**config.mk**
```make
export PLATFORM = sky130hd
export DESIGN_NAME = serial_lcd_command_parser_unit
export DESIGN_NICKNAME = d
export VERILOG_FILES = /design/src/hw/rtl/slcp_pkg.sv /design/src/hw/rtl/serial_lcd_command_parser_unit.sv /design/src/hw/rtl/slcp_ctrl.sv /design/src/hw/rtl/slcp_dp.sv
export SDC_FILE = /design/constraint.sdc
export NUM_CORES = 1
export LEC_CHECK = 0
export BUFFER_PORTS_ARGS = -buffer_cell sky130_fd_sc_hd__buf_2
export CAP_MARGIN = 20
export CORE_ASPECT_RATIO = 0.6
export CORE_UTILIZATION = 40
export DETAILED_ROUTE_END_ITERATION = 8
export SLEW_MARGIN = 20
export SYNTH_ARGS = -nofsm -noshare
export SYNTH_HDL_FRONTEND = slang
export SYNTH_SLANG_ARGS = --single-unit
```
**constraint.sdc**
```tcl
create_clock -name clk -period 3.3 [get_ports clk]
set_clock_uncertainty 0.05 [all_clocks]
set_input_delay 0.33 -clock clk [delete_from_list [all_inputs] [get_ports clk]]
set_output_delay 0.33 -clock clk [all_outputs]
set_load 0.05 [all_outputs]
```
**src/hw/rtl/slcp_pkg.sv**
```systemverilog
// Package for the serial LCD command parser: parse modes, action codes,
// control handshake structs and the high-byte character substitution table.
// No dependencies.
`default_nettype none

package slcp_pkg;

	localparam int LINE_LENGTH_DEF = 20;

	localparam logic [7:0] CH_STX    = 8'h02;
	localparam logic [7:0] CH_ETX    = 8'h03;
	localparam logic [7:0] CH_HELLO  = 8'h68;
	localparam logic [7:0] CH_SPACE  = 8'h20;
	localparam logic [7:0] CH_PIPE   = 8'h7C;
	localparam logic [7:0] CH_ZERO   = 8'h30;
	localparam logic [7:0] CH_ONE    = 8'h31;
	localparam logic [7:0] CH_Z      = 8'h5A;
	localparam logic [7:0] CH_L      = 8'h4C;
	localparam logic [7:0] CH_C      = 8'h43;
	localparam logic [7:0] CH_M      = 8'h4D;
	localparam logic [7:0] CH_S      = 8'h53;
	localparam logic [7:0] NO_MATCH  = 8'hB0;
	localparam logic [7:0] ASCII_MAX = 8'd127;
	localparam logic [7:0] COL_MAX   = 8'd19;

	typedef enum logic [3:0] {
		M_STX   = 4'd1,
		M_CMD   = 4'd2,
		M_LED   = 4'd3,
		M_ROW   = 4'd4,
		M_SPACE = 4'd5,
		M_TEXT  = 4'd6,
		M_CUREN = 4'd8,
		M_COL1  = 4'd9,
		M_COL2  = 4'd10,
		M_SEP   = 4'd11,
		M_CROW  = 4'd12,
		M_SS    = 4'd13
	} mode_t;

	typedef enum logic [2:0] {
		A_HELLO  = 3'd0,
		A_CLEAR  = 3'd1,
		A_GOTO   = 3'd2,
		A_COFF   = 3'd3,
		A_CBLINK = 3'd4,
		A_LED    = 3'd5,
		A_PUT    = 3'd6
	} action_t;

	typedef enum logic [1:0] {
		CS_IDLE,
		CS_ONE,
		CS_GOTO,
		CS_PUT
	} ctrl_state_t;

	// controller -> datapath
	typedef struct packed {
		logic accept;
		logic load_one;
		logic load_goto;
		logic load_put;
	} slcp_cmd_t;

	// datapath -> controller
	typedef struct packed {
		logic has_one;
		logic has_flush;
		logic out_free;
		logic put_last;
	} slcp_sts_t;

	// high-byte to display code map, first match of the source table wins
	function automatic logic [7:0] subst(input logic [7:0] c);
		logic [7:0] r;
		case (c)
			8'hE4: r = 8'hE1;
			8'hF6: r = 8'hEF;
			8'hFC: r = 8'hF5;
			8'hDF: r = 8'hE2;
			8'd248: r = 8'h30;
			8'd192, 8'd193, 8'd194, 8'd195, 8'd196, 8'd197, 8'd198: r = 8'h41;
			8'd199: r = 8'h43;
			8'd200, 8'd201, 8'd202, 8'd203: r = 8'h45;
			8'd204, 8'd205, 8'd206, 8'd207: r = 8'h49;
			8'd208: r = 8'h44;
			8'd209: r = 8'hEE;
			8'd210, 8'd211, 8'd212, 8'd213: r = 8'h4F;
			8'd214, 8'd216: r = 8'hEF;
			8'd217, 8'd218, 8'd219: r = 8'h55;
			8'd220: r = 8'hF5;
			8'd221: r = 8'h59;
			8'd224, 8'd225, 8'd226, 8'd227, 8'd229, 8'd230: r = 8'h61;
			8'd231: r = 8'h63;
			8'd232, 8'd233, 8'd234, 8'd235: r = 8'h65;
			8'd236, 8'd237, 8'd238, 8'd239: r = 8'h69;
			8'd240: r = 8'h6F;
			8'd241: r = 8'hEE;
			8'd242, 8'd243, 8'd244, 8'd245: r = 8'h6F;
			8'd247: r = 8'hFD;
			8'd249, 8'd250, 8'd251: r = 8'h75;
			8'd253, 8'd255: r = 8'h79;
			default: r = NO_MATCH;
		endcase
		return r;
	endfunction

endpackage

`default_nettype wire

```
**src/hw/rtl/serial_lcd_command_parser_unit.sv**
```systemverilog
// Serial LCD command parser, top level. A byte is taken in one beat; a single
// result (hello, clear, goto, cursor, led) is loaded into the output register
// from the controller's CS_ONE state once the output is free. A line flush gives
// goto then LINE_LENGTH put_char beats, one per cycle while m_tready keeps the
// output free; s_tready stays low until the last result of a byte is loaded.
// Reset (arst_n low, async): parser waits for STX, line buffer reads as spaces.
`default_nettype none

module serial_lcd_command_parser_unit
	import slcp_pkg::*;
#(
	parameter int LINE_LENGTH = LINE_LENGTH_DEF   // display line, 8..40
) (
	input  wire logic        clk,
	input  wire logic        arst_n,
	// input stream: one received byte per beat
	input  wire logic        s_tvalid,
	output logic             s_tready,
	input  wire logic [7:0]  s_tdata,   // [7:0] rx_byte
	// result stream
	output logic             m_tvalid,
	input  wire logic        m_tready,
	output logic [23:0]      m_tdata,   // [2:0] action, [7:3] column, [9:8] row,
	                                    // [12:10] led_code, [20:13] char_code, zero pad
	output logic             m_tlast    // last result caused by the byte
);

	slcp_cmd_t  cmd;
	slcp_sts_t  sts;
	logic [2:0] action;
	logic [4:0] column;
	logic [1:0] row;
	logic [2:0] led_code;
	logic [7:0] char_code;

	// FSM: accept, then sequence single result or the flush beats
	slcp_ctrl u_ctrl (
		.clk      (clk),
		.arst_n   (arst_n),
		.s_tvalid (s_tvalid),
		.s_tready (s_tready),
		.sts      (sts),
		.cmd      (cmd)
	);

	// decode, parse state, line buffer and output register
	slcp_dp #(
		.LINE_LENGTH (LINE_LENGTH)
	) u_dp (
		.clk       (clk),
		.arst_n    (arst_n),
		.rx_byte   (s_tdata),
		.cmd       (cmd),
		.sts       (sts),
		.out_ready (m_tready),
		.out_valid (m_tvalid),
		.action    (action),
		.column    (column),
		.row       (row),
		.led_code  (led_code),
		.char_code (char_code),
		.last      (m_tlast)
	);

	assign m_tdata = {3'b000, char_code, led_code, row, column, action};

endmodule

`default_nettype wire

```
**src/hw/rtl/slcp_ctrl.sv**
```systemverilog
// Controller FSM of the serial LCD command parser: byte accept and result
// sequencing (single result, or goto plus line of put_char beats).
// Depends on slcp_pkg.
`default_nettype none

module slcp_ctrl
	import slcp_pkg::*;
(
	input  wire logic      clk,
	input  wire logic      arst_n,
	input  wire logic      s_tvalid,
	output logic           s_tready,
	input  wire slcp_sts_t sts,
	output slcp_cmd_t      cmd
);

	ctrl_state_t state_q, state_d;

	always_ff @(posedge clk or negedge arst_n) begin
		if (!arst_n) begin
			state_q <= CS_IDLE;
		end else begin
			state_q <= state_d;
		end
	end

	always_comb begin
		state_d  = state_q;
		cmd      = '0;
		s_tready = 1'b0;
		case (state_q)
			CS_IDLE: begin
				s_tready = 1'b1;
				if (s_tvalid) begin
					cmd.accept = 1'b1;
					if (sts.has_flush)    state_d = CS_GOTO;
					else if (sts.has_one) state_d = CS_ONE;
				end
			end
			CS_ONE: begin
				if (sts.out_free) begin
					cmd.load_one = 1'b1;
					state_d      = CS_IDLE;
				end
			end
			CS_GOTO: begin
				if (sts.out_free) begin
					cmd.load_goto = 1'b1;
					state_d       = CS_PUT;
				end
			end
			CS_PUT: begin
				if (sts.out_free) begin
					cmd.load_put = 1'b1;
					if (sts.put_last) state_d = CS_IDLE;
				end
			end
			default: state_d = CS_IDLE;
		endcase
	end

endmodule

`default_nettype wire

```
**src/hw/rtl/slcp_dp.sv**
```systemverilog
// Datapath of the serial LCD command parser: byte decode, parse registers,
// line buffer memory with valid bits, pending result and output register.
// Depends on slcp_pkg.
`default_nettype none

module slcp_dp
	import slcp_pkg::*;
#(
	parameter int LINE_LENGTH = LINE_LENGTH_DEF
) (
	input  wire logic        clk,
	input  wire logic        arst_n,
	input  wire logic [7:0]  rx_byte,
	input  wire slcp_cmd_t   cmd,
	output slcp_sts_t        sts,
	input  wire logic        out_ready,
	output logic             out_valid,
	output logic [2:0]       action,
	output logic [4:0]       column,
	output logic [1:0]       row,
	output logic [2:0]       led_code,
	output logic [7:0]       char_code,
	output logic             last
);

	localparam int FILL_W = $clog2(LINE_LENGTH + 1);
	localparam int IDX_W  = $clog2(LINE_LENGTH);
	localparam logic [IDX_W-1:0]  LAST_IDX = IDX_W'(LINE_LENGTH - 1);
	localparam logic [FILL_W-1:0] FULL_CNT = FILL_W'(LINE_LENGTH);

	// parse registers
	mode_t             mode_q, mode_d;
	logic [1:0]        text_row_q, text_row_d;
	logic [FILL_W-1:0] fill_q, fill_d;
	logic [6:0]        col_tens_q, col_tens_d;
	logic [3:0]        col_ones_q, col_ones_d;

	// line buffer
	logic [7:0]             mem [LINE_LENGTH];
	logic [LINE_LENGTH-1:0] vld_q;
	logic [7:0]             rd_q;
	logic                   rd_vld_q;
	logic [IDX_W-1:0]       idx_q;
	logic                   rd_en;
	logic [IDX_W-1:0]       rd_addr;
	logic                   wr_en;

	// pending single result
	logic [2:0] pend_act_q, one_act;
	logic [4:0] pend_col_q, one_col;
	logic [1:0] pend_row_q, one_row;
	logic [2:0] pend_led_q, one_led;
	logic       one_vld, flush;

	logic [7:0] d;
	logic [7:0] txt;
	logic [7:0] col_sum;

	assign d       = rx_byte - CH_ZERO;
	assign txt     = (rx_byte > ASCII_MAX) ? subst(rx_byte) : rx_byte;
	assign col_sum = 8'(col_tens_q) + 8'(col_ones_q);

	always_comb begin
		mode_d     = M_STX;
		text_row_d = text_row_q;
		fill_d     = fill_q;
		col_tens_d = col_tens_q;
		col_ones_d = col_ones_q;
		one_vld    = 1'b0;
		one_act    = A_HELLO;
		one_col    = '0;
		one_row    = '0;
		one_led    = '0;
		flush      = 1'b0;
		wr_en      = 1'b0;

		// 'h' never causes a second result in any non-text mode
		if (mode_q != M_TEXT && rx_byte == CH_HELLO) begin
			one_vld = 1'b1;
		end

		case (mode_q)
			M_CMD: begin
				if (rx_byte == CH_Z)      mode_d = M_ROW;
				else if (rx_byte == CH_L) mode_d = M_LED;
				else if (rx_byte == CH_C) mode_d = M_CUREN;
				else if (rx_byte == CH_M) mode_d = M_COL1;
				else if (rx_byte == CH_S) mode_d = M_SS;
			end
			M_SS: begin
				if (rx_byte == CH_S) begin
					one_vld = 1'b1;
					one_act = A_CLEAR;
				end
			end
			M_COL1: begin
				if (d > 8'd9) begin
					col_tens_d = '0;
				end else begin
					col_tens_d = 7'({d[3:0], 3'b000} + {3'b000, d[3:0], 1'b0});
					mode_d     = M_COL2;
				end
			end
			M_COL2: begin
				if (d > 8'd9 || (8'(col_tens_q) + d) > COL_MAX) begin
					col_tens_d = '0;
					col_ones_d = '0;
				end else begin
					col_ones_d = d[3:0];
					mode_d     = M_SEP;
				end
			end
			M_SEP: begin
				if (rx_byte == CH_PIPE) begin
					mode_d = M_CROW;
				end else begin
					col_tens_d = '0;
					col_ones_d = '0;
				end
			end
			M_CROW: begin
				if (d <= 8'd3) begin
					one_vld = 1'b1;
					one_act = A_GOTO;
					one_col = col_sum[4:0];
					one_row = d[1:0];
				end
				col_tens_d = '0;
				col_ones_d = '0;
			end
			M_CUREN: begin
				if (rx_byte == CH_ZERO) begin
					one_vld = 1'b1;
					one_act = A_COFF;
				end else if (rx_byte == CH_ONE) begin
					one_vld = 1'b1;
					one_act = A_CBLINK;
				end
			end
			M_LED: begin
				if (d <= 8'd7) begin
					one_vld = 1'b1;
					one_act = A_LED;
					one_led = d[2:0];
				end
			end
			M_ROW: begin
				if (d <= 8'd3) begin
					text_row_d = d[1:0];
					mode_d     = M_SPACE;
				end
			end
			M_SPACE: begin
				if (rx_byte == CH_SPACE) mode_d = M_TEXT;
				else                     text_row_d = '0;
			end
			M_TEXT: begin
				if (rx_byte == CH_ETX || fill_q >= FULL_CNT) begin
					flush  = 1'b1;
					fill_d = '0;
				end else begin
					wr_en  = 1'b1;
					fill_d = fill_q + 1'b1;
					mode_d = M_TEXT;
				end
			end
			default: begin
				if (rx_byte == CH_STX) mode_d = M_CMD;
			end
		endcase
	end

	always_ff @(posedge clk or negedge arst_n) begin
		if (!arst_n) begin
			mode_q     <= M_STX;
			text_row_q <= '0;
			fill_q     <= '0;
			col_tens_q <= '0;
			col_ones_q <= '0;
		end else if (cmd.accept) begin
			mode_q     <= mode_d;
			text_row_q <= text_row_d;
			fill_q     <= fill_d;
			col_tens_q <= col_tens_d;
			col_ones_q <= col_ones_d;
		end
	end

	always_ff @(posedge clk) begin
		if (cmd.accept) begin
			pend_act_q <= one_act;
			pend_col_q <= one_col;
			pend_row_q <= one_row;
			pend_led_q <= one_led;
		end
	end

	// buffer memory: write on text byte, registered read for flush
	always_ff @(posedge clk) begin
		if (cmd.accept && wr_en) begin
			mem[fill_q[IDX_W-1:0]] <= txt;
		end
		if (rd_en) begin
			rd_q <= mem[rd_addr];
		end
	end

	// read prefetch: entry 0 with the goto beat, next entry with each put beat but the last
	assign rd_en   = cmd.load_goto || (cmd.load_put && idx_q != LAST_IDX);
	assign rd_addr = cmd.load_goto ? '0 : idx_q + 1'b1;

	// unwritten entries read as space; all cleared after the last put
	always_ff @(posedge clk or negedge arst_n) begin
		if (!arst_n) begin
			vld_q    <= '0;
			rd_vld_q <= 1'b0;
			idx_q    <= '0;
		end else begin
			if (cmd.accept && wr_en) begin
				vld_q[fill_q[IDX_W-1:0]] <= 1'b1;
			end else if (cmd.load_put && idx_q == LAST_IDX) begin
				vld_q <= '0;
			end
			if (rd_en) begin
				rd_vld_q <= vld_q[rd_addr];
			end
			if (cmd.load_goto) begin
				idx_q <= '0;
			end else if (cmd.load_put && idx_q != LAST_IDX) begin
				idx_q <= idx_q + 1'b1;
			end
		end
	end

	// output register
	always_ff @(posedge clk or negedge arst_n) begin
		if (!arst_n) begin
			out_valid <= 1'b0;
		end else if (cmd.load_one || cmd.load_goto || cmd.load_put) begin
			out_valid <= 1'b1;
		end else if (out_ready) begin
			out_valid <= 1'b0;
		end
	end

	always_ff @(posedge clk) begin
		if (cmd.load_one) begin
			action    <= pend_act_q;
			column    <= pend_col_q;
			row       <= pend_row_q;
			led_code  <= pend_led_q;
			char_code <= '0;
			last      <= 1'b1;
		end else if (cmd.load_goto) begin
			action    <= A_GOTO;
			column    <= '0;
			row       <= text_row_q;
			led_code  <= '0;
			char_code <= '0;
			last      <= 1'b0;
		end else if (cmd.load_put) begin
			action    <= A_PUT;
			column    <= '0;
			row       <= '0;
			led_code  <= '0;
			char_code <= rd_vld_q ? rd_q : CH_SPACE;
			last      <= (idx_q == LAST_IDX);
		end
	end

	assign sts.has_one   = one_vld;
	assign sts.has_flush = flush;
	assign sts.out_free  = !out_valid || out_ready;
	assign sts.put_last  = (idx_q == LAST_IDX);

endmodule

`default_nettype wire
```
==> results by group, run 1 <==
Logic synthesis
  – Synth cell types: between 80 and 90
  – Synth Flop Type: edfxtp_1
  – Asr flop ratio synth: roughly a fifth
  – Post-synthesis sequential area ratio: 61.17%
  – Cells after Synth: 1032
  – Synth top area share: a little under 50%
  – Post-Syn Area per Cell: 11.50 um2
  – Seq cells post-synth: roughly 250
  – Warning count from the yosys run: 0
  – Synth top area cells: edfxtp_1 (49%), dfrtp_1 (10%), nand2_1 (5.6%)
  – Synth area leader: edfxtp_1
  – EDFF count, synth: 194
  – Post-Syn Area: between 0.01 and 0.015 mm2

Finish
  – NumNets Final: 1123
  – Most common cell after layout, fill and taps aside: edfxtp_1
  – Synth-to-Final Area Change: 13.69%
  – Reg area: approximately 0.0073 mm2
  – Most frequent cells in the layout: edfxtp_1 (194), nand2_1 (176), nor2_1 (59), nand3_1 (54), a21oi_1 (50)
  – Fillcell total: 2664
  – Antenna Cells: 0
  – Design Area, Final: around 0.013 mm2
  – Final std cells w/o fill: ~1500
  – Share of cells above drive strength 1: ~14%
  – Multi-input gate area: between 0.004 and 0.005 mm2

STA
  – Unrepaired setup endpoints after global routing: false
  – Max-slew violations: 0
  – Achievable Freq: 328.0 MHz
  – Worst relative slew slack: 22.12%
  – Hold slack: around 0.23 ns
  – Fin crit period: ~3.0 ns
  – Final Cycle Share: between 90% and 100%
  – Final Hold Fails: 0
  – # setup viols final: 0
  – Setup_tns: 0 ns
  – Worst Max-Slew Pin Slew: about 1.2 ns

Clock network
  – Clock sinks: between 200 and 300
  – H-tree depth: 1
  – CTS tree: built
  – Post-CTS Setup Inserts: 0
  – CTS Buffer Depth: 3
  – Reg clk slew, reported paths: 0.07 ns
  – Clk_lat worst skew: ~0.54 ns
  – CTS buffer count: 24
  – Clk root buf: clkbuf_16

Power and ir drop
  – Peak VDD IR: 0.0003006 V
  – Cell Pwr Density: roughly 570 mW/mm2
  – Pleak: between 4 and 5 nW
  – Reg power frac: about half
  – Internal Power: 5.486 mW
  – Combinational cell fraction of total power: roughly 17%
  – Clock power share: roughly a third
  – Sw frac: ~29%
  – Total power: 7.718 mW
  – Sw Pwr: 2.232 mW

Global routing
  – Total Routing Usage GR: around a fifth
  – Vias in the first global route: roughly 8000
  – Total congestion overflow: 0
  – Pin count of the biggest net entering global routing: 50
  – First-pass GRT wire length: 48890 um
  – Initial antenna violation count: 0

Worst setup path
  – WP data required: between 3 and 4 ns
  – Worst Setup End Kind: flip-flop
  – CP Data Arrival Time: 3.14 ns
  – CP startpoint kind: flip-flop
  – CP max FO: 17
  – CP Class: flip-flop to flip-flop

Routing
  – WL final: between 30000 and 40000 um
  – Via count: 8465
  – DRC: 0
  – Drt wl/cell: approximately 21 um
  – Via/cell ratio: approximately 5.6
  – Drt pass-1 iters: 5
  – Initial DRC count: 1106
  – ANT nets after route: 0

Placement
  – Placed cell count: roughly 1500
  – Post-DP Area: 0.01272 mm2
  – Dpl hpwl: ~22000 um
  – Input/output buffers: 35
  – GP Congestion: slightly above 0.9

Run
  – Max-Cap Viols: 0

Floorplanning
  – Die width: about 220 um
  – Initial core utilization: between 40% and 50%
  – Row count: 48
  – Die height: around 140 um
  – # IOs: 39
  – Core box area: between 0.02 and 0.03 mm2
  – Die footprint: 0.03038 mm2

Hold path
  – Worst hold path type: input port to flip-flop

Outcome
  – Run status: complete, no violations
## power by group through the flow
| stage | clock network [mW] | logic (mW) | registers (mW) |
|---|---|---|---|
| 2_1_floorplan | 0 | 0.774 | 3.88 |
| 3_3_place_gp | 0 | 1.28 | 3.78 |
| 3_5_place_dp | 0 | 1.28 | 3.78 |
| 4_1_cts | 2.73 | 1.29 | 3.71 |
| 5_1_grt | 2.86 | 1.42 | 3.74 |
| 6_report | 2.69 | 1.31 | 3.72 |
## worst paths after layout
check | from | end | slack [ns] | depth (start not counted)
max in group asynchronous | arst_n | u_ctrl.state_q[1] | 1.98 | 3
setup reg to reg | u_dp.mode_q[0] | u_dp.mem[6][7] | 0.25 | 5
min in group asynchronous | arst_n | u_dp.vld_q[14] | 0.40 | 2
setup / recovery | u_dp.mode_q[0] | u_dp.mem[6][7] | 0.25 | 5
hold / removal | s_tvalid | u_dp.mode_q[2] | 0.23 | 4
hold reg to reg | u_dp.char_code[2] | u_dp.char_code[2] | 0.40 | 2
## state kept, by name (all words and copies together) (netlist names), 2 cells and up
| signal | count |
|---|---|
| u_ctrl.state_q | 2 |
| u_dp.action | 3 |
| u_dp.char_code | 8 |
| u_dp.col_ones_q | 4 |
| u_dp.col_tens_q | 6 |
| u_dp.column | 5 |
| u_dp.fill_q | 5 |
| u_dp.idx_q | 5 |
| u_dp.led_code | 3 |
| u_dp.mem | 160 |
| u_dp.mode_q | 4 |
| u_dp.pend_act_q | 3 |
| u_dp.pend_col_q | 5 |
| u_dp.pend_led_q | 3 |
| u_dp.pend_row_q | 2 |
| u_dp.rd_q | 8 |
| u_dp.row | 2 |
| u_dp.text_row_q | 2 |
| u_dp.vld_q | 20 |
## worst max-delay path, cell delays in order (launching register included)
cell,delay [ns]
dfstp_2,0.47
nor4bb_1,0.48
nand2_1,0.25
nor2_2,0.26
nand2_1,0.20
nor2_1,0.93
## per-stage QoR
step	util [%]	worst slack, ns
global placement	43.96	0.3260
floorplan	-	0.3303
CTS	46.58	0.2784
detailed placement	43.96	0.3270
global route	46.60	0.01495
finish	46.60	0.2515
## area by class of cell
type	instances	share of cell area, %
clock buffers	32	5.055
flip-flops and latches	253	53.80
clock inverters	12	0.4916
inverters	21	0.5843
well taps	400	3.710
multi-input cells	697	31.72
repair buffers	88	4.637
## per-layer routing
metal | routed length [um] | track usage, % | share of wire, %
met4 | 396 | 3.553 | 1.3
met2 | 11790 | 27.45 | 37
met1 | 16070 | 35.01 | 51
met3 | 3197 | 5.856 | 10
met5 | 0 | 0 | 0
## what timing repair did
action / CTS / global route
hold buffers: 1 / 0
resized for setup: 0 / 0
endpoints found under the hold margin: 30 / 0
## synth_stat cells (4+ instances only)
cell and n:
nand3_1 54, a41oi_1 4, nor2b_1 22, o211ai_1 5
ha_1 23, a311oi_1 10, a21o_1 5, clkbuf_1 30
a22o_1 8, dfxtp_1 9, a211oi_1 21, mux2i_1 31
nand4_1 11, and3_1 5, buf_1 4, o21ai_0 25
xor2_1 6, edfxtp_1 194, nor3_1 12, o21a_1 21
a21oi_1 50, xnor2_1 7, nor2_1 59, dfrtp_1 49
or4_1 4, o22ai_1 12, o31ai_1 5, and2_1 17
a31oi_1 20, nand2_1 176, nand2b_1 7, inv_1 20
buf_2 25
## cells by family after synthesis
kind of cell	synth area share (%)
AND/OR/NAND/NOR	15.75
XOR/XNOR	0.9595
multiplexers	2.900
adder cells (fa/ha/maj)	2.931
AO/OA/AOI/OAI	13.18
other	0.03160
flip-flops	61.17
buffers and inverters	3.079
No activity file was read; power rests on OpenSTA's default activity.
==> run 2, diff against run 1 <==
==> constraint.sdc (replaced) <==
create_clock -name clk -period 2.9 [get_ports clk]
set_clock_uncertainty 0.05 [all_clocks]
set_input_delay 0.29 -clock clk [delete_from_list [all_inputs] [get_ports clk]]
set_output_delay 0.29 -clock clk [all_outputs]
set_load 0.05 [all_outputs]
==> run 2 against run 1 <==
- worst hold slack worse by 0.042 ns
- clock power rose by 14%
- largest power group unchanged
- sequential share of layout area down 0.91 points
- final cell count increased by 1.9%
==> results by group, run 2 (synthesis gave the netlist of run 1 again) <==
Global routing
  – Initial antenna violation count: 0 (unchanged)
  – Vias in the first global route: 7905 (was 8011)
  – First-pass GRT wire length: 48690 um (was 48890 um)
  – Total congestion overflow: 0 (unchanged)
  – Total Routing Usage GR: 21.25% (was 21.34%)
  – Pin count of the biggest net entering global routing: 57 (was 50)

Power and ir drop
  – Sw Pwr: 2.479 mW (was 2.232 mW)
  – Total power: 8.809 mW (was 7.718 mW)
  – Combinational cell fraction of total power: 17.1% (was 17.0%)
  – Internal Power: 6.331 mW (was 5.486 mW)
  – Sw frac: 28.14% (was 28.92%)
  – Reg power frac: 48.0% (was 48.2%)
  – Clock power share: 34.8% (about the same)
  – Cell Pwr Density: 642.0 mW/mm2 (was 572.1 mW/mm2)
  – Peak VDD IR: 0.0003332 V (was 0.0003006 V)
  – Pleak: 5.062 nW (was 4.920 nW)

STA
  – Unrepaired setup endpoints after global routing: true (was false)
  – # setup viols final: 0 (unchanged)
  – Achievable Freq: 358.1 MHz (was 328.0 MHz)
  – Fin crit period: 2.792 ns (was 3.049 ns)
  – Worst relative slew slack: 28.92% (was 22.12%)
  – Worst Max-Slew Pin Slew: 1.063 ns (was 1.164 ns)
  – Final Hold Fails: 0 (unchanged)
  – Final Cycle Share: 96.29% (was 92.38%)
  – Setup_tns: 0 ns (unchanged)
  – Max-slew violations: 0 (unchanged)

Worst setup path
  – Reg2reg path depth: 8 (was 5)
  – WP data required: 3.27 ns (was 3.39 ns)
  – Reg2Reg Setup Slack: 0.11 ns (was 0.25 ns)
  – Worst setup endpoint: u_dp.rd_vld_q (was u_dp.mem[6][7])
  – CP startpoint kind: flip-flop (unchanged)
  – Worst Setup End Kind: flip-flop (unchanged)
  – Worst Setup SP: u_dp.idx_q[0] (was u_dp.mode_q[0])
  – R2R Path End: u_dp.rd_vld_q (was u_dp.mem[6][7])
  – CP max FO: 56 (was 17)
  – CP Data Arrival Time: 3.17 ns (was 3.14 ns)
  – CP Class: flip-flop to flip-flop (unchanged)
  – Origin of the critical flop-to-flop path: u_dp.idx_q[0] (was u_dp.mode_q[0])

Floorplanning
  – Initial core utilization: 40.99% (unchanged)
  – Row count: 48 (unchanged)
  – Die footprint: 0.03038 mm2 (unchanged)
  – Die height: 135.4 um (unchanged)
  – Die width: 224.4 um (unchanged)
  – # IOs: 39 (unchanged)
  – Core box area: 0.02895 mm2 (unchanged)

Clock network
  – CTS buffer count: 24 (unchanged)
  – Post-CTS Setup Inserts: 0 (unchanged)
  – Clk root buf: clkbuf_16 (unchanged)
  – Clk_lat worst skew: 0.53 ns (was 0.54 ns)
  – H-tree depth: 1 (unchanged)
  – Clock sinks: 253 (unchanged)
  – CTS Buffer Depth: 3 (unchanged)
  – Reg clk slew, reported paths: 0.06 ns (was 0.07 ns)
  – CTS tree: built (unchanged)

Finish
  – Most common cell after layout, fill and taps aside: edfxtp_1 (unchanged)
  – Final std cells w/o fill: 1531 (was 1503)
  – Multi-input gate area: 0.004302 mm2 (was 0.004279 mm2)
  – NumNets Final: 1151 (was 1123)
  – Max FFs per register: 160 (unchanged)
  – Synth-to-Final Area Change: 15.64% (was 13.69%)
  – Most frequent cells in the layout: edfxtp_1 (194), nand2_1 (176), buf_4 (77), nor2_1 (59), nand3_1 (54) (was edfxtp_1 (194), nand2_1 (176), nor2_1 (59), nand3_1 (54), a21oi_1 (50))
  – Reg area: 0.007258 mm2 (unchanged)
  – Fillcell total: 2663 (was 2664)
  – Antenna Cells: 0 (unchanged)
  – Final cell utilization of the core: 47.40% (was 46.60%)
  – Share of cells above drive strength 1: 15.47% (was 13.78%)

Placement
  – GP Congestion: 0.9239 (was 0.9348)
  – Input/output buffers: 35 (unchanged)
  – Dpl hpwl: 21550 um (was 21660 um)
  – Placed cell count: 1486 (was 1457)

Routing
  – Via/cell ratio: 5.623 (was 5.632)
  – Initial DRC count: 1003 (was 1106)
  – Via count: 8609 (was 8465)
  – Drt wl/cell: 20.63 um (was 20.93 um)
  – ANT nets after route: 0 (unchanged)
  – Drt pass-1 iters: 5 (unchanged)
  – WL final: 31580 um (was 31460 um)
  – DRC: 0 (unchanged)

Outcome
  – Run status: complete, no violations (unchanged)

Run
  – Max-Cap Viols: 0 (unchanged)

Hold path
  – Worst hold path type: input port to flip-flop (unchanged)
[run 2: cell types whose count changed in the layout (fill, tap and decap cells not counted), sizes merged]
| cell | delta |
|---|---|
| buf | +28 |
| clkbuf | +10 |
| clkinv | -9 |
| bufinv | +1 |
| clkinvlp | -1 |
| inv | -1 |
[run 2: repair_timing]
item,4_1_cts,5_1_grt
resized for setup,2,3
hold buffers,1,0
setup endpoints to repair,2,3
endpoints found under the hold margin,34,0
gates cloned,0,0
[run 2: worst min-delay path by stage]
stage	endpoint	start	cells after the start
after floorplan	u_ctrl.state_q[0]	arst_n	0
after global placement	u_dp.char_code[0]	u_dp.char_code[0]	2
after detailed placement	u_dp.char_code[4]	u_dp.char_code[4]	2
after CTS	u_dp.mode_q[2]	s_tvalid	4
after global routing	u_dp.col_tens_q[5]	s_tdata[2]	3
final	u_dp.col_tens_q[5]	s_tdata[2]	3
[run 2: power by group through the flow]
stage / Sequential [mW] / Clock [mW] / Combinational [mW]
6_report: 4.23 / 3.07 / 1.51
5_1_grt: 4.25 / 3.27 / 1.65
4_1_cts: 4.23 / 3.12 / 1.49
3_5_place_dp: 4.30 / 0 / 1.48
3_3_place_gp: 4.30 / 0 / 1.48
2_1_floorplan: 4.41 / 0 / 0.883
[run 2: cell type report]
cell class	instances	share of cell area, %
Clock inverter	2	0.2553
Sequential cell	253	52.90
Clock buffer	42	5.170
Tap cell	400	3.647
Multi-Input combinational cell	697	31.35
Inverter	21	0.5745
Timing Repair Buffer	116	6.109
[run 2: critical path, stage by stage, from the launching register on]
cell,delay (ns)
dfrtp_1,0.43
buf_4,0.40
a21o_1,0.17
buf_12,0.25
nand2_1,0.11
a221oi_1,0.50
nor3b_1,0.19
buf_4,0.18
o41ai_1,0.32
[run 2: through the flow]
stage	instance area [um2]	worst slack (ns)	hold WS, ns
6_report	13720	0.1075	0.1896
5_1_grt	13720	-0.1239	0.2110
4_1_cts	13700	0.04278	0.1811
3_5_place_dp	12950	-0.03468	0.3919
3_3_place_gp	12950	-0.01406	0.3856
2_1_floorplan	11880	0.1769	-0.05559
[run 2: layer usage]
layer | share of wire, % | vias up | wire [um] | track usage [%]
met5 | 0.20 | - | 62 | 1.613
met4 | 0.85 | 2 | 268 | 3.099
met1 | 52 | 4231 | 16330 | 35.57
li1 | - | 3984 | - | -
met2 | 37 | 367 | 11830 | 26.80
met3 | 9.8 | 25 | 3086 | 5.400
==> run 3, diff against run 2 <==
--- a/config.mk
+++ b/config.mk
@@ -13,4 +13,5 @@
 export SLEW_MARGIN = 20
 export SYNTH_ARGS = -nofsm -noshare
 export SYNTH_HDL_FRONTEND = slang
+export SYNTH_HIERARCHICAL = 1
 export SYNTH_SLANG_ARGS = --single-unit
==> run 3 against run 2 <==
- non-clock buffer count is 5 lower
- count of clock-buffer cells in the layout down 11
- sequential power is essentially flat
- setup slack better by 0.046 ns
- die area decreased by 1.2%
- routed wire length is 0.62% lower
- combinational power shrank 15%
- first-iteration DRC count up 1.0%
- largest power group unchanged
==> results by group, run 3 <==
Clock network
  – CTS buffer count: 23 (was 24)
  – Post-CTS Setup Inserts: 0 (unchanged)
  – CTS tree: built (unchanged)
  – Reg clk slew, reported paths: 0.07 ns (was 0.06 ns)
  – H-tree depth: 1 (unchanged)
  – CTS Buffer Depth: 3 (unchanged)
  – Clk_lat worst skew: 0.52 ns (was 0.53 ns)
  – Clk root buf: clkbuf_16 (unchanged)
  – Clock sinks: 253 (unchanged)

Placement
  – Placed cell count: 1381 (was 1486)
  – Dpl hpwl: 22020 um (was 21550 um)
  – Post-Place Setup Slack: 0.04258 ns (was -0.03468 ns)
  – Input/output buffers: 35 (unchanged)
  – GP Congestion: 0.9268 (was 0.9239)

Outcome
  – Run status: complete, no violations (unchanged)

Routing
  – Via/cell ratio: 5.724 (was 5.623)
  – Initial DRC count: 1013 (was 1003)
  – Drt pass-1 iters: 5 (unchanged)
  – Via count: 8145 (was 8609)
  – WL final: 31380 um (was 31580 um)
  – ANT nets after route: 0 (unchanged)
  – Drt wl/cell: 22.05 um (was 20.63 um)
  – DRC: 0 (unchanged)

Finish
  – Final std cells w/o fill: 1423 (was 1531)
  – Most common cell after layout, fill and taps aside: edfxtp_1 (unchanged)
  – NumNets Final: 1071 (was 1151)
  – Share of cells above drive strength 1: 18.23% (was 15.47%)
  – Most frequent cells in the layout: edfxtp_1 (194), nand2_1 (116), nor2_1 (72), buf_4 (68), o21ai_0 (53) (was edfxtp_1 (194), nand2_1 (176), buf_4 (77), nor2_1 (59), nand3_1 (54))
  – Synth-to-Final Area Change: 15.21% (was 15.64%)
  – Max FFs per register: 160 (unchanged)
  – Antenna Cells: 0 (unchanged)
  – Final cell utilization of the core: 46.94% (was 47.40%)

Worst setup path
  – Reg2reg path depth: 8 (unchanged)
  – CP max FO: 14 (was 56)
  – Reg2Reg Setup Slack: 0.15 ns (was 0.11 ns)
  – Origin of the critical flop-to-flop path: u_ctrl/state_q[0] (was u_dp.idx_q[0])
  – R2R Path End: u_dp/rd_vld_q (was u_dp.rd_vld_q)
  – CP Data Arrival Time: 3.10 ns (was 3.17 ns)
  – CP startpoint kind: flip-flop (unchanged)
  – CP Class: flip-flop to flip-flop (unchanged)
  – Worst setup endpoint: u_dp/rd_vld_q (was u_dp.rd_vld_q)
  – WP data required: 3.25 ns (was 3.27 ns)
  – Worst Setup SP: u_ctrl/state_q[0] (was u_dp.idx_q[0])
  – Worst Setup End Kind: flip-flop (unchanged)

STA
  – Final worst slack: 0.1535 ns (was 0.1075 ns)
  – # setup viols final: 0 (unchanged)
  – Final Cycle Share: 94.71% (was 96.29%)
  – Worst relative slew slack: 31.72% (was 28.92%)
  – Final Hold Fails: 0 (unchanged)
  – Fin crit period: 2.747 ns (was 2.792 ns)
  – Worst Max-Slew Pin Slew: 1.020 ns (was 1.063 ns)
  – Achievable Freq: 364.1 MHz (was 358.1 MHz)
  – Unrepaired setup endpoints after global routing: false (was true)
  – Setup_tns: 0 ns (unchanged)
  – Max-slew violations: 0 (unchanged)

Power and ir drop
  – Cell Pwr Density: 621.9 mW/mm2 (was 642.0 mW/mm2)
  – Pleak: 4.951 nW (was 5.062 nW)
  – Peak VDD IR: 0.0003560 V (was 0.0003332 V)

Floorplanning
  – Row count: 48 (unchanged)
  – Die width: 223.0 um (was 224.4 um)
  – Initial core utilization: 40.74% (was 40.99%)
  – Die footprint: 0.03001 mm2 (was 0.03038 mm2)
  – Core box area: 0.02877 mm2 (was 0.02895 mm2)
  – # IOs: 39 (unchanged)
  – Die height: 134.6 um (was 135.4 um)

Global routing
  – Total Routing Usage GR: 21.40% (was 21.25%)
  – First-pass GRT wire length: 48200 um (was 48690 um)
  – Pin count of the biggest net entering global routing: 32 (was 57)
  – Total congestion overflow: 0 (unchanged)
  – Initial antenna violation count: 0 (unchanged)
  – Vias in the first global route: 7710 (was 7905)

Run
  – Max-Cap Viols: 0 (unchanged)

Logic synthesis
  – Top-count cell post-synth: edfxtp_1 (unchanged)
  – Synth area leader: edfxtp_1 (unchanged)
  – Synth cell types: 78 (was 85)
  – Seq cells post-synth: 253 (unchanged)
  – Cells after Synth: 953 (was 1032)
  – Synth Flop Type: edfxtp_1 (unchanged)
  – Synth top area share: 49.70% (was 49.09%)
  – Warning count from the yosys run: 6 (was 0)
  – EDFF count, synth: 194 (unchanged)
  – Post-Syn Area: 0.01172 mm2 (was 0.01187 mm2)
  – Synth top area cells: edfxtp_1 (50%), dfrtp_1 (10%), nand2_1 (3.7%) (was edfxtp_1 (49%), dfrtp_1 (10%), nand2_1 (5.6%))
  – Post-synthesis sequential area ratio: 61.92% (was 61.17%)
  – Synth top cells by count: edfxtp_1 (194), nand2_1 (116), nor2_1 (74) (was edfxtp_1 (194), nand2_1 (176), nor2_1 (59))
  – Asr flop ratio synth: 19.76% (unchanged)
  – Post-Syn Area per Cell: 12.30 um2 (was 11.50 um2)

Hold path
  – Worst hold path type: input port to flip-flop (unchanged)
[run 3: power breakdown]
part / internal [mW] / leakage (nW) / switching, mW / total (mW)
registers: 4.11 / 2.51 / 0.128 / 4.24
clock network: 1.57 / 0.348 / 1.30 / 2.87
logic: 0.440 / 2.09 / 0.846 / 1.29
[run 3: kinds of logic after synthesis]
family,Yosys count,share of synthesized area [%]
fa+ha+maj,28,3.160
compound gates,219,12.55
xor+xnor,13,1.035
mux,38,5.263
buf+inv,82,3.138
simple gates,319,12.90
flops,253,61.92
other cells,1,0.03199
[run 3: final cells by class]
cell class	instances	area, um2
repair buffers	111	835.8
well taps	375	469.2
clock inverters	10	57.56
multi-input cells	620	4151
flip-flops and latches	253	7258
clock buffers	31	645.6
inverters	23	86.33
fillers	2598	15260
[run 3: worst min-delay path by stage]
stage / from / cells after the start / to / slack, ns
finish: s_tvalid / 3 / u_ctrl/state_q[0] / 0.05
detailed placement: arst_n / 1 / u_dp/col_tens_q[6] / 0.37
CTS: s_tvalid / 3 / u_ctrl/state_q[0] / 0.03
global route: s_tvalid / 3 / u_ctrl/state_q[0] / 0.06
floorplan: arst_n / 0 / u_ctrl/state_q[0] / -0.06
global placement: arst_n / 1 / u_dp/col_tens_q[6] / 0.35
[run 3: repair_timing]
action | CTS | global route
resized for setup | 0 | 4
endpoints found under the hold margin | 30 | 0
endpoints found under the setup margin | 0 | 13
hold buffers | 1 | 0
[run 3: routing by layer]
layer  global-route usage [%]  up-vias  share of wire, %
met3                    5.744       27                10
li1                         -     3722                 -
met5                        0        -                 0
met2                    26.88      374                38
met1                    35.94     4022                52
met4                    3.180        0              0.96
[run 3: per-stage QoR]
stage	hold slack (ns)	instance area [um2]	total power, mW
2_1_floorplan	-0.05559	11730	5.101
3_3_place_gp	0.3543	12770	5.553
3_5_place_dp	0.3673	12770	5.565
4_1_cts	0.03357	13480	8.429
5_1_grt	0.05570	13500	8.725
6_report	0.04968	13500	8.398
[run 3: critical path, stage by stage, from the launching register on]
cell     delay [ns]
dfrtp_1        0.48
inv_1          0.08
and3_2         0.26
buf_12         0.15
or2_2          0.42
mux4_2         0.47
o21ai_1        0.35
nor4_1         0.08
a311o_1        0.27
